**src/rtl/bmte_pkg.sv**
```systemverilog
package bmte_pkg;

    localparam int LOGICAL_ENTRIES_DEF = 65536;
    localparam int DEVICE_ENTRIES_DEF  = 65536;
    localparam int MAX_RUN_DEF         = 256;

    localparam logic [2:0] F_REMAP = 3'd0;
    localparam logic [2:0] F_COPY  = 3'd1;
    localparam logic [2:0] F_COND  = 3'd2;
    localparam logic [2:0] F_LOOK  = 3'd3;
    localparam logic [2:0] F_QUERY = 3'd4;
    localparam logic [2:0] F_UNMAP = 3'd5;

    localparam logic [1:0] ST_OK   = 2'd0;
    localparam logic [1:0] ST_OOR  = 2'd1;
    localparam logic [1:0] ST_ZERO = 2'd2;

    localparam logic [1:0] K_VALID    = 2'd0;
    localparam logic [1:0] K_UNMAPPED = 2'd1;
    localparam logic [1:0] K_INVALID  = 2'd2;

    localparam logic [1:0] REG_TABLE  = 2'd0;
    localparam logic [1:0] REG_USER   = 2'd1;
    localparam logic [1:0] REG_DEVICE = 2'd2;
    localparam logic [1:0] REG_ZONE   = 2'd3;

    localparam logic [16:0] TABLE_RST  = 17'd65536;
    localparam logic [16:0] USER_RST   = 17'd65536;
    localparam logic [16:0] DEVICE_RST = 17'd65536;
    localparam logic [16:0] ZONE_RST   = 17'd4096;

    localparam logic [16:0] EXPECT_UNMAPPED = 17'h10000;

    typedef struct packed {
        logic [2:0]  func;
        logic [15:0] user_block;
        logic [15:0] target_block;
        logic [15:0] source_block;
        logic [8:0]  length;
        logic [16:0] expected_backing;
        logic [15:0] zone_start_block;
        logic [15:0] chunk_offset;
    } t_in_item;

    typedef struct packed {
        logic [1:0]  status;
        logic [15:0] found_backing;
        logic [1:0]  backing_kind;
        logic [8:0]  run_length;
        logic        invalid_flag;
        logic        user_found;
        logic [15:0] owner_block;
        logic        remapped;
    } t_out_item;

    typedef struct packed {
        logic [16:0] table_blocks;
        logic [16:0] user_blocks;
        logic [16:0] device_blocks;
        logic [16:0] zone_blocks;
    } t_cfg;

endpackage

```
**src/rtl/bmte_regs.sv**
```systemverilog
module bmte_regs (
    input  logic                i_clk,
    input  logic                i_rst_n,
    input  logic                psel,
    input  logic                penable,
    input  logic                pwrite,
    input  logic [3:0]          paddr,
    input  logic [31:0]         pwdata,
    output logic [31:0]         prdata,
    output logic                pready,
    output bmte_pkg::t_cfg      o_cfg
);

    bmte_pkg::t_cfg r_cfg;

    always_ff @(posedge i_clk) begin
        if (!i_rst_n) begin
            r_cfg.table_blocks  <= bmte_pkg::TABLE_RST;
            r_cfg.user_blocks   <= bmte_pkg::USER_RST;
            r_cfg.device_blocks <= bmte_pkg::DEVICE_RST;
            r_cfg.zone_blocks   <= bmte_pkg::ZONE_RST;
        end else if (psel && penable && pwrite) begin
            unique case (paddr[3:2])
                bmte_pkg::REG_TABLE:  r_cfg.table_blocks  <= pwdata[16:0];
                bmte_pkg::REG_USER:   r_cfg.user_blocks   <= pwdata[16:0];
                bmte_pkg::REG_DEVICE: r_cfg.device_blocks <= pwdata[16:0];
                default:              r_cfg.zone_blocks   <= pwdata[16:0];
            endcase
        end
    end

    always_comb begin
        unique case (paddr[3:2])
            bmte_pkg::REG_TABLE:  prdata = 32'(r_cfg.table_blocks);
            bmte_pkg::REG_USER:   prdata = 32'(r_cfg.user_blocks);
            bmte_pkg::REG_DEVICE: prdata = 32'(r_cfg.device_blocks);
            default:              prdata = 32'(r_cfg.zone_blocks);
        endcase
    end

    assign pready = 1'b1;
    assign o_cfg  = r_cfg;

endmodule

```
**config.mk**
```make
export PLATFORM = sky130hd
export DESIGN_NAME = bmte_regs
export DESIGN_NICKNAME = d
export VERILOG_FILES = /design/src/rtl/bmte_pkg.sv /design/src/rtl/bmte_regs.sv
export SDC_FILE = /design/constraint.sdc
export NUM_CORES = 1
export LEC_CHECK = 0
export ABC_AREA = 1
export CORE_MARGIN = 2
export CORE_UTILIZATION = 27
export CTS_CLUSTER_SIZE = 16
export DETAILED_ROUTE_END_ITERATION = 10
export DONT_BUFFER_PORTS = 1
export GPL_ROUTABILITY_DRIVEN = 0
export HOLD_SLACK_MARGIN = 0.05
export PLACE_DENSITY = 0.46
export REMOVE_ABC_BUFFERS = 1
export SETUP_SLACK_MARGIN = 0.3
export SLEW_MARGIN = 20
export SYNTH_ARGS = -nofsm -noshare
export SYNTH_HDL_FRONTEND = slang
export SYNTH_SLANG_ARGS = --single-unit
```
**constraint.sdc**
```tcl
create_clock -name i_clk -period 0.8 [get_ports i_clk]
set_input_delay 0.12 -clock i_clk [delete_from_list [all_inputs] [get_ports i_clk]]
set_output_delay 0.12 -clock i_clk [all_outputs]
set_load 0.05 [all_outputs]
```
* Word-level counts from Yosys, hierarchy flattened
Index checks and enable logic that the tools add are counted.
** Cells by class
- Equal/unequal tests :: 2
- Multiplexer cells :: 1
- Bitwise operators :: 1
- Reduce and logical (&&, ||, !) cells :: 8
** Operator list (count)
- $pmux W17 S3 :: 1
- $reduce_and A2 Y1 :: 4
- $reduce_or A3 Y1 :: 1
- $eq A2 B1 Y1 const B :: 1
- $eq A2 B2 Y1 const B :: 1
- $logic_and A1 B1 Y1 :: 2
- $logic_not A2 Y1 :: 1
- $not A1 Y1 :: 1
** Storage, ports and cells
- Register bits after elaboration :: 68
- Output and inout bits :: 101
- Logic and storage cells :: 16

* Logic depth before layout (Yosys ltp)
Gate-level depths: netlist of run 1.
- Word-level depth :: 4
- Gate-level depth with buffers :: 6

* Least setup slack after synthesis of run 1
No wires, ideal clock.
- Path type :: register to output
- Start point :: register r_cfg (netlist bit o_cfg[0])
- End point :: output port prdata[0]
- Arrival time :: 1.160 ns
- Required time :: 0.680 ns
- Setup slack :: -0.480 ns
- Cell stages (with the launch flop) :: 3
- Path through :: dfxtp_1 nand2_1 nand4_1
** On the way
- Word-level cells in the longest chain between the ends :: 1
** RTL lines
- from (decl) :: RTL line bmte_regs.sv:14 : bmte_pkg::t_cfg r_cfg;
- $pmux W17 S3 :: RTL line bmte_regs.sv:33 : unique case (paddr[3:2])
- to (decl) :: RTL line bmte_regs.sv:9 : output logic [31:0] prdata,
Every way passes these cells.

* Final worst setup path of run 1
- Start point :: register r_cfg (netlist bit o_cfg[26])
- End point :: output port prdata[9]
The elaborated chain is that of the path after synthesis.

==> flow_metrics.tcl, run 1 <==
set metrics [dict create \
    power_frac_comb 0.200 \
    period_needed_ps 1250 \
    drv_slew 0 \
    ys_types 17 \
    wl_mm 12.1 \
    r2r-start "o_cfg[67]" \
    holdWs_ps -110 \
    drt_iter0_drc 193 \
    grt_pass1_wl_mm 18.5 \
    start_util 0.275 \
    grt.overflow.total 0 \
    drive_above_1_share 0.499 \
    ctsLongestPathBuffers 2 \
    syn_to_final_growth_pct 94.7 \
    die-area_um2 13100 \
    clock.fmax_mhz 800 \
    min_period_over_period 1.56 \
    pwr-share-clk 0.416 \
    violations "hold timing, setup timing" \
    endpoint "prdata[9]" \
    cts_sinks 68 \
    reg2reg_to "o_cfg[67]" \
    seq_area_frac_synth 0.414 \
    yosys_register_bits 68 \
    crit_path_start "o_cfg[26]" \
    synth.area.top_cells "dfxtp_1, nand2_1, nor2_1" \
    largest_register_ffs 68 \
    portBuffers 0 \
    layout_commonest_cell "nand2_1" \
    worst-path-stages 3 \
    path_delay_family "flip-flops" \
    r2r_setup_slack_ps -70 \
    ioPinCount 142 \
    first_pass_iters 4 \
    crit_path_max_fanout 2 \
    drc 0 \
    status "complete, but fails checks" \
    grt.total_usage 0.182 \
    grt_setup_unrepaired "true" \
    viasPerCell 4.73 \
    hpwl_mm 7.59 \
    path_cells "nand2_1 -> nand4_1 -> buf_12" \
    power.total_mw 9.22 \
    ant_nets 0 \
    antenna_found_initial 0 \
    syn_avg_cell_area_um2 6.53 \
    cts_tree "yes" \
    htree_levels 3 \
    first_global_vias 3419 \
    layout_setup_ws_ps -449 \
    num_vias 3709 \
    cap_violations 0 \
    rows 40 \
    setup_violations 89 \
    slowest_stage "dfxtp_2" \
    placed_cell_area_um2 4640 \
    reg2reg_depth 5 \
    core_um2 12000 \
    crit_type "reg -> out" \
    die_height_um 114 \
    p_sw_frac 0.288 \
    root_buffer "clkbuf_16" \
    place_ws_ps -201 \
    syn-cell-area_um2 3290 \
    insertion_delay_ps 330 \
    grt_max_degree 69 \
    path_buf_inv 1 \
    wl_per_cell_um 15.4 \
    hold_viol 68 \
    cp-end-kind "output port" \
    final_cell_mix "nand2_1, nand3_1, dfxtp_2, nor2_1, buf_12" \
    cp.required_ps 680 \
    start_kind "flop" \
    cts.clk_slew.worst_paths_ps 60 \
    nNetsFinal 673 \
    antennaDiodeCount 0 \
    finalCoreUtilization 0.536 \
    synth_top_cell_area_share 0.414 \
    power.net_switching_mw 2.66 \
    final_area_um2 6410 \
    leakagePower_nw 2.75 \
    cts_buffers 9 \
    p_int_mw 6.56 \
    ir_worst_vdd_mv 1.24 \
    cp_slowest_stage_delay_ps 320 \
    hp-class "in -> reg" \
    clock_skew_ps 0 \
    fp.dieW_um 114 \
    synth_top_area_cell "dfxtp_1" \
    syn_inst 504 \
    powerDensity_nw_per_um2 1440 \
    p_seq_frac 0.384 \
    ys_warn_count 0 \
    arrival_ps 1130 \
]
## Yosys cell counts
cell type  instances
o21ai_0            4
nand3_1           68
dfxtp_1           68
nor2_4             5
nand2_1          141
inv_1             18
clkbuf_1           1
inv_2              3
conb_1             2
buf_4             19
buf_2             21
buf_6              1
buf_1              4
nand3_4            1
nand4_1           17
nor2_2             2
nor2_1           129
## worst min-delay path by stage
| stage | slack (ps) | cells after the start | from | endpoint |
|---|---|---|---|---|
| floorplan | 200 | 1 | i_rst_n | o_cfg[12] |
| global placement | 220 | 1 | i_rst_n | o_cfg[50] |
| detailed placement | 220 | 1 | i_rst_n | o_cfg[67] |
| CTS | -150 | 1 | i_rst_n | o_cfg[67] |
| global route | -130 | 1 | i_rst_n | o_cfg[67] |
| finish | -110 | 1 | i_rst_n | o_cfg[67] |
## worst reg2reg max path, stage by stage, from the launching register on
cell     delay [ps]
dfxtp_2         320
buf_6           110
buf_6           110
buf_6           100
o21ai_2          40
nand3_1          70
## per-stage QoR
step / setup TNS, ps / std cells / hold WS [ps]
finish: -19510 / 784 / -110
global route: -22510 / 784 / -130
CTS: -18360 / 759 / -146
detailed placement: -6880 / 738 / 216
global placement: -6940 / 738 / 216
floorplan: -50250 / 472 / 205
## power by group through the flow
| stage | sequential, mW | combinational, mW | clock, mW |
|---|---|---|---|
| after floorplan | 3.84 | 0.651 | 0 |
| after global placement | 3.57 | 1.51 | 0 |
| after detailed placement | 3.57 | 1.52 | 0 |
| after CTS | 3.54 | 1.66 | 3.90 |
| after global routing | 3.54 | 1.95 | 4.06 |
| final | 3.54 | 1.85 | 3.83 |
## final cells by class
type,count,area [um^2]
inverters,21,78.8
clock inverters,1,5.00
multi-input cells,383,2090
well taps,147,184
fillers,1090,5550
repair buffers,149,2320
flip-flops and latches,68,1450
clock buffers,15,278
## logic make-up after synthesis
| family | count (synthesis) | synth area share |
|---|---|---|
| DFF | 68 | 0.414 |
| buffers and inverters | 67 | 0.108 |
| and+or+nand+nor | 363 | 0.470 |
| other | 2 | 0.00228 |
| AOI/OAI and AO/OA | 4 | 0.00608 |
## repair_timing
item,in CTS,in global routing
endpoints found under the setup margin,153,153
endpoints found under the hold margin,68,68
setup buffers,5,25
pin swaps,84,72
gates resized for setup,243,142
## per-layer routing
layer	routed length, um	GRT usage	vias up
li1	-	-	1822
met1	4970	0.225	1743
met2	6000	0.296	123
met3	847	0.0561	21
met4	276	0.0748	0
met5	0	0	-
Power figures use the tool's default switching activity.
==> run 2, diff against run 1 <==
--- a/config.mk
+++ b/config.mk
@@ -13,7 +13,7 @@
 export DONT_BUFFER_PORTS = 1
 export GPL_ROUTABILITY_DRIVEN = 0
 export HOLD_SLACK_MARGIN = 0.05
-export PLACE_DENSITY = 0.46
+export PLACE_DENSITY = 0.49
 export REMOVE_ABC_BUFFERS = 1
 export SETUP_SLACK_MARGIN = 0.3
 export SLEW_MARGIN = 20
==> run 2 against run 1 <==
The run still ends with hold timing, setup timing left. Highest routed layer unchanged. First-iteration DRC count decreased by 8.8%. Utilization decreased by 0.54 points. Largest cell class unchanged. Worst setup slack improved by 38 ps. Largest power group unchanged. Maximum frequency increased by 3.1%. Clock-buffer cell count decreased by 5.
==> flow_metrics.tcl, run 2 (synthesis gave the netlist of run 1 again) <==
set metrics [dict create \
    power_frac_comb 0.195 \
    p_sw_frac 0.291 \
    layout_commonest_cell "nand2_1" \
    num_vias 3658 \
    worst-path-stages 3 \
    start_kind "flop" \
    rows 40 \
    cp.required_ps 680 \
    path_delay_family "flip-flops" \
    grt.total_usage 0.182 \
    viasPerCell 4.68 \
    cts_sinks 68 \
    p_int_mw 6.68 \
    cp-end-kind "output port" \
    wl_per_cell_um 15.7 \
    clock_skew_ps 0 \
    clock.fmax_mhz 825 \
    powerDensity_nw_per_um2 1490 \
    cts.clk_slew.worst_paths_ps 60 \
    power.net_switching_mw 2.75 \
    grt_max_degree 69 \
    nNetsFinal 671 \
    htree_levels 3 \
    first_global_vias 3426 \
    hold_viol 68 \
    ctsLongestPathBuffers 2 \
    grt.overflow.total 0 \
    r2r-start "o_cfg[50]" \
    reg2reg_to "o_cfg[50]" \
    leakagePower_nw 2.72 \
    placed_cell_area_um2 4580 \
    final_area_um2 6340 \
    fp.dieW_um 114 \
    status "complete, but fails checks" \
    cts_tree "yes" \
    ioPinCount 142 \
    slowest_stage "dfxtp_2" \
    period_needed_ps 1210 \
    drt_iter0_drc 176 \
    min_period_over_period 1.51 \
    holdWs_ps -115 \
    antenna_found_initial 0 \
    cts_buffers 9 \
    final_cell_mix "nand2_1, nand3_1, dfxtp_2, nor2_1, nor2_4" \
    crit_path_start "o_cfg[9]" \
    cp_slowest_stage_delay_ps 330 \
    setup_violations 91 \
    hpwl_mm 7.72 \
    first_pass_iters 4 \
    wl_mm 12.3 \
    power.total_mw 9.43 \
    root_buffer "clkbuf_16" \
    insertion_delay_ps 340 \
    drc 0 \
    grt_pass1_wl_mm 18.3 \
    endpoint "prdata[9]" \
    reg2reg_depth 6 \
    drive_above_1_share 0.507 \
    layout_setup_ws_ps -412 \
    r2r_setup_slack_ps -190 \
    arrival_ps 1090 \
    cap_violations 0 \
    crit_path_max_fanout 2 \
    die_height_um 114 \
    path_cells "nand2_1 -> nand4_1 -> buf_12" \
    largest_register_ffs 68 \
    ir_worst_vdd_mv 0.892 \
    start_util 0.275 \
    portBuffers 0 \
    grt_setup_unrepaired "true" \
    hp-class "in -> reg" \
    die-area_um2 13100 \
    antennaDiodeCount 0 \
    syn_to_final_growth_pct 92.7 \
    violations "hold timing, setup timing" \
    drv_slew 0 \
    pwr-share-clk 0.430 \
    ant_nets 0 \
    core_um2 12000 \
    p_seq_frac 0.375 \
    crit_type "reg -> out" \
    path_buf_inv 1 \
]
[run 2: final cells by class]
cell class,count,area [um^2]
well taps,147,184
clock buffers,10,239
flip-flops and latches,68,1450
clock inverters,6,63.8
fillers,1081,5620
multi-input cells,383,2090
repair buffers,147,2240
inverters,21,78.8
[run 2: stage by stage]
step | setup WS [ps] | cells | util | TNS, ps
2_1_floorplan | -989 | 472 | - | -50250
3_3_place_gp | -172 | 737 | 0.383 | -8680
5_1_grt | -455 | 782 | 0.530 | -22650
4_1_cts | -418 | 759 | 0.470 | -19490
3_5_place_dp | -167 | 737 | 0.383 | -9110
6_report | -412 | 782 | 0.530 | -19900
[run 2: per-layer routing]
metal  track usage  wire, um
met1         0.230      5190
met2         0.287      5910
met3        0.0609       970
met4        0.0699       196
met5             0         0
[run 2: power by group through the flow]
stage	sequential [mW]	combinational (mW)	clock, mW
3_3_place_gp	3.57	1.50	0
3_5_place_dp	3.57	1.51	0
6_report	3.54	1.84	4.06
5_1_grt	3.54	1.95	4.31
2_1_floorplan	3.84	0.651	0
4_1_cts	3.53	1.66	4.19
[run 2: repair_timing]
action,4_1_cts,5_1_grt
endpoints found under the setup margin,153,153
endpoints found under the hold margin,68,68
pin swaps,52,82
gates resized for setup,240,142
setup buffers,6,23
cloned,0,0
[run 2: how the worst min path moves through the flow]
stage | cells after the start | startpoint | endpoint
4_1_cts | 1 | i_rst_n | o_cfg[33]
2_1_floorplan | 1 | i_rst_n | o_cfg[12]
3_5_place_dp | 1 | i_rst_n | o_cfg[33]
5_1_grt | 1 | i_rst_n | o_cfg[67]
3_3_place_gp | 1 | i_rst_n | o_cfg[50]
6_report | 1 | i_rst_n | o_cfg[67]
==> run 3, diff against run 2 <==
--- a/config.mk
+++ b/config.mk
@@ -13,9 +13,8 @@
 export DONT_BUFFER_PORTS = 1
 export GPL_ROUTABILITY_DRIVEN = 0
 export HOLD_SLACK_MARGIN = 0.05
-export PLACE_DENSITY = 0.49
+export PLACE_DENSITY = 0.47
 export REMOVE_ABC_BUFFERS = 1
-export SETUP_SLACK_MARGIN = 0.3
 export SLEW_MARGIN = 20
 export SYNTH_ARGS = -nofsm -noshare
 export SYNTH_HDL_FRONTEND = slang
==> constraint.sdc (replaced) <==
create_clock -name i_clk -period 1.45 [get_ports i_clk]
set_input_delay 0.2175 -clock i_clk [delete_from_list [all_inputs] [get_ports i_clk]]
set_output_delay 0.2175 -clock i_clk [all_outputs]
set_load 0.05 [all_outputs]
==> run 3 against run 2 <==
The run now ends clean. Sequential power shrank 45%. Cell count shrank 4.0%. Global-route usage shrank 1.1 points.
==> flow_metrics.tcl, run 3 (synthesis gave the netlist of run 1 again) <==
set metrics [dict create \
    die-area_um2 13100 \
    cts_buffers 9 \
    min_period_over_period 0.943 \
    num_vias 3448 \
    viasPerCell 4.59 \
    period_needed_ps 1370 \
    htree_levels 3 \
    drc 0 \
    root_buffer "clkbuf_16" \
    cap_violations 0 \
    crit_path_max_fanout 2 \
    ctsLongestPathBuffers 2 \
    drt_iter0_drc 166 \
    powerDensity_nw_per_um2 1070 \
    fp.dieW_um 114 \
    hold_start "pwdata[16]" \
    p_seq_frac 0.372 \
    r2r-start "o_cfg[12]" \
    ant_nets 0 \
    final_area_um2 4830 \
    ctsResizeCount 0 \
    first_pass_iters 5 \
    pwr-share-clk 0.467 \
    final_cell_mix "nand2_1, nor2_1, buf_4, nand3_1, dfxtp_1" \
    ir_worst_vdd_mv 0.513 \
    layout_commonest_cell "nand2_1" \
    wl_mm 10.6 \
    first_global_vias 3265 \
    die_height_um 114 \
    cts.clk_slew.worst_paths_ps 60 \
    cts_hold_buf 16 \
    setup_violations 0 \
    antenna_found_initial 0 \
    hp-class "in -> reg" \
    p_int_mw 3.72 \
    arrival_ps 1590 \
    r2r_setup_slack_ps 80 \
    largest_register_ffs 68 \
    cp-end-kind "flop" \
    core_um2 12000 \
    syn_to_final_growth_pct 46.6 \
    cts_setup_buffers 0 \
    hold_depth 4 \
    grt_setup_unrepaired "false" \
    grt_max_degree 65 \
    portBuffers 0 \
    grt.overflow.total 0 \
    grt.total_usage 0.171 \
    rows 40 \
    nNetsFinal 640 \
    cts_tree "yes" \
    finalCoreUtilization 0.404 \
    ioPinCount 142 \
    leakagePower_nw 2.12 \
    insertion_delay_ps 340 \
    power.net_switching_mw 1.46 \
    finalSetupTns_ps 0 \
    power_frac_comb 0.161 \
    placed_cell_area_um2 4330 \
    hpwl_mm 6.97 \
    grt_pass1_wl_mm 17.0 \
    reg2reg_depth 4 \
    drv_slew 0 \
    holdPathEnd "o_cfg[16]" \
    p_sw_frac 0.282 \
    clock.fmax_mhz 731 \
    cp.required_ps 1670 \
    clock_skew_ps 0 \
    status "finished clean" \
    hold_viol 0 \
    reg2reg_to "o_cfg[12]" \
    start_util 0.275 \
    antennaDiodeCount 0 \
    cts_sinks 68 \
    drive_above_1_share 0.214 \
    wl_per_cell_um 14.2 \
    crit_type "reg -> reg" \
    start_kind "flop" \
]
[run 3: cell type report]
type | instances | area, um^2
inverter | 21 | 78.8
fill | 1267 | 7130
timing repair buffer | 116 | 1230
sequential | 68 | 1360
clock buffer | 10 | 239
multi-input combinational | 383 | 1640
clock inverter | 6 | 86.3
tap | 147 | 184
[run 3: power groups by stage]
stage / Combinational (mW) / Clock (mW) / Sequential [mW]
after CTS: 0.836 / 2.49 / 1.93
after global routing: 0.894 / 2.55 / 1.93
after global placement: 0.775 / 0 / 1.97
final: 0.834 / 2.42 / 1.93
after floorplan: 0.359 / 0 / 2.12
after detailed placement: 0.780 / 0 / 1.97
[run 3: routing by layer]
layer	global-route usage	vias up	routed length (um)
met5	0	-	0
met4	0.0764	0	307
met3	0.0635	20	850
li1	-	1742	-
met1	0.212	1569	4750
met2	0.263	117	4730
[run 3: stage by stage]
stage                     power (mW)  hold WS, ps  setup slack [ps]  std cells
after floorplan                 2.48          302              -534        472
after global placement          2.74          317               115        719
after detailed placement        2.75          322               101        719
after CTS                       5.25         98.4               107        751
after global routing            5.37          136              2.46        751
final                           5.18          112              82.5        751
[run 3: worst max-delay path by stage]
stage / from / to / slack [ps]
after floorplan: paddr[3] / prdata[0] / -530
after global placement: paddr[2] / prdata[15] / 110
after detailed placement: paddr[2] / prdata[15] / 100
after CTS: o_cfg[12] / o_cfg[12] / 110
after global routing: o_cfg[12] / o_cfg[12] / 2
final: o_cfg[12] / o_cfg[12] / 80
[run 3: critical path, cell delays in order (launching register included)]
cell and delay [ps]:
dfxtp_1 310, buf_4 190, o21ai_0 100, nand3_1 90
dlygate4sd3_1 560
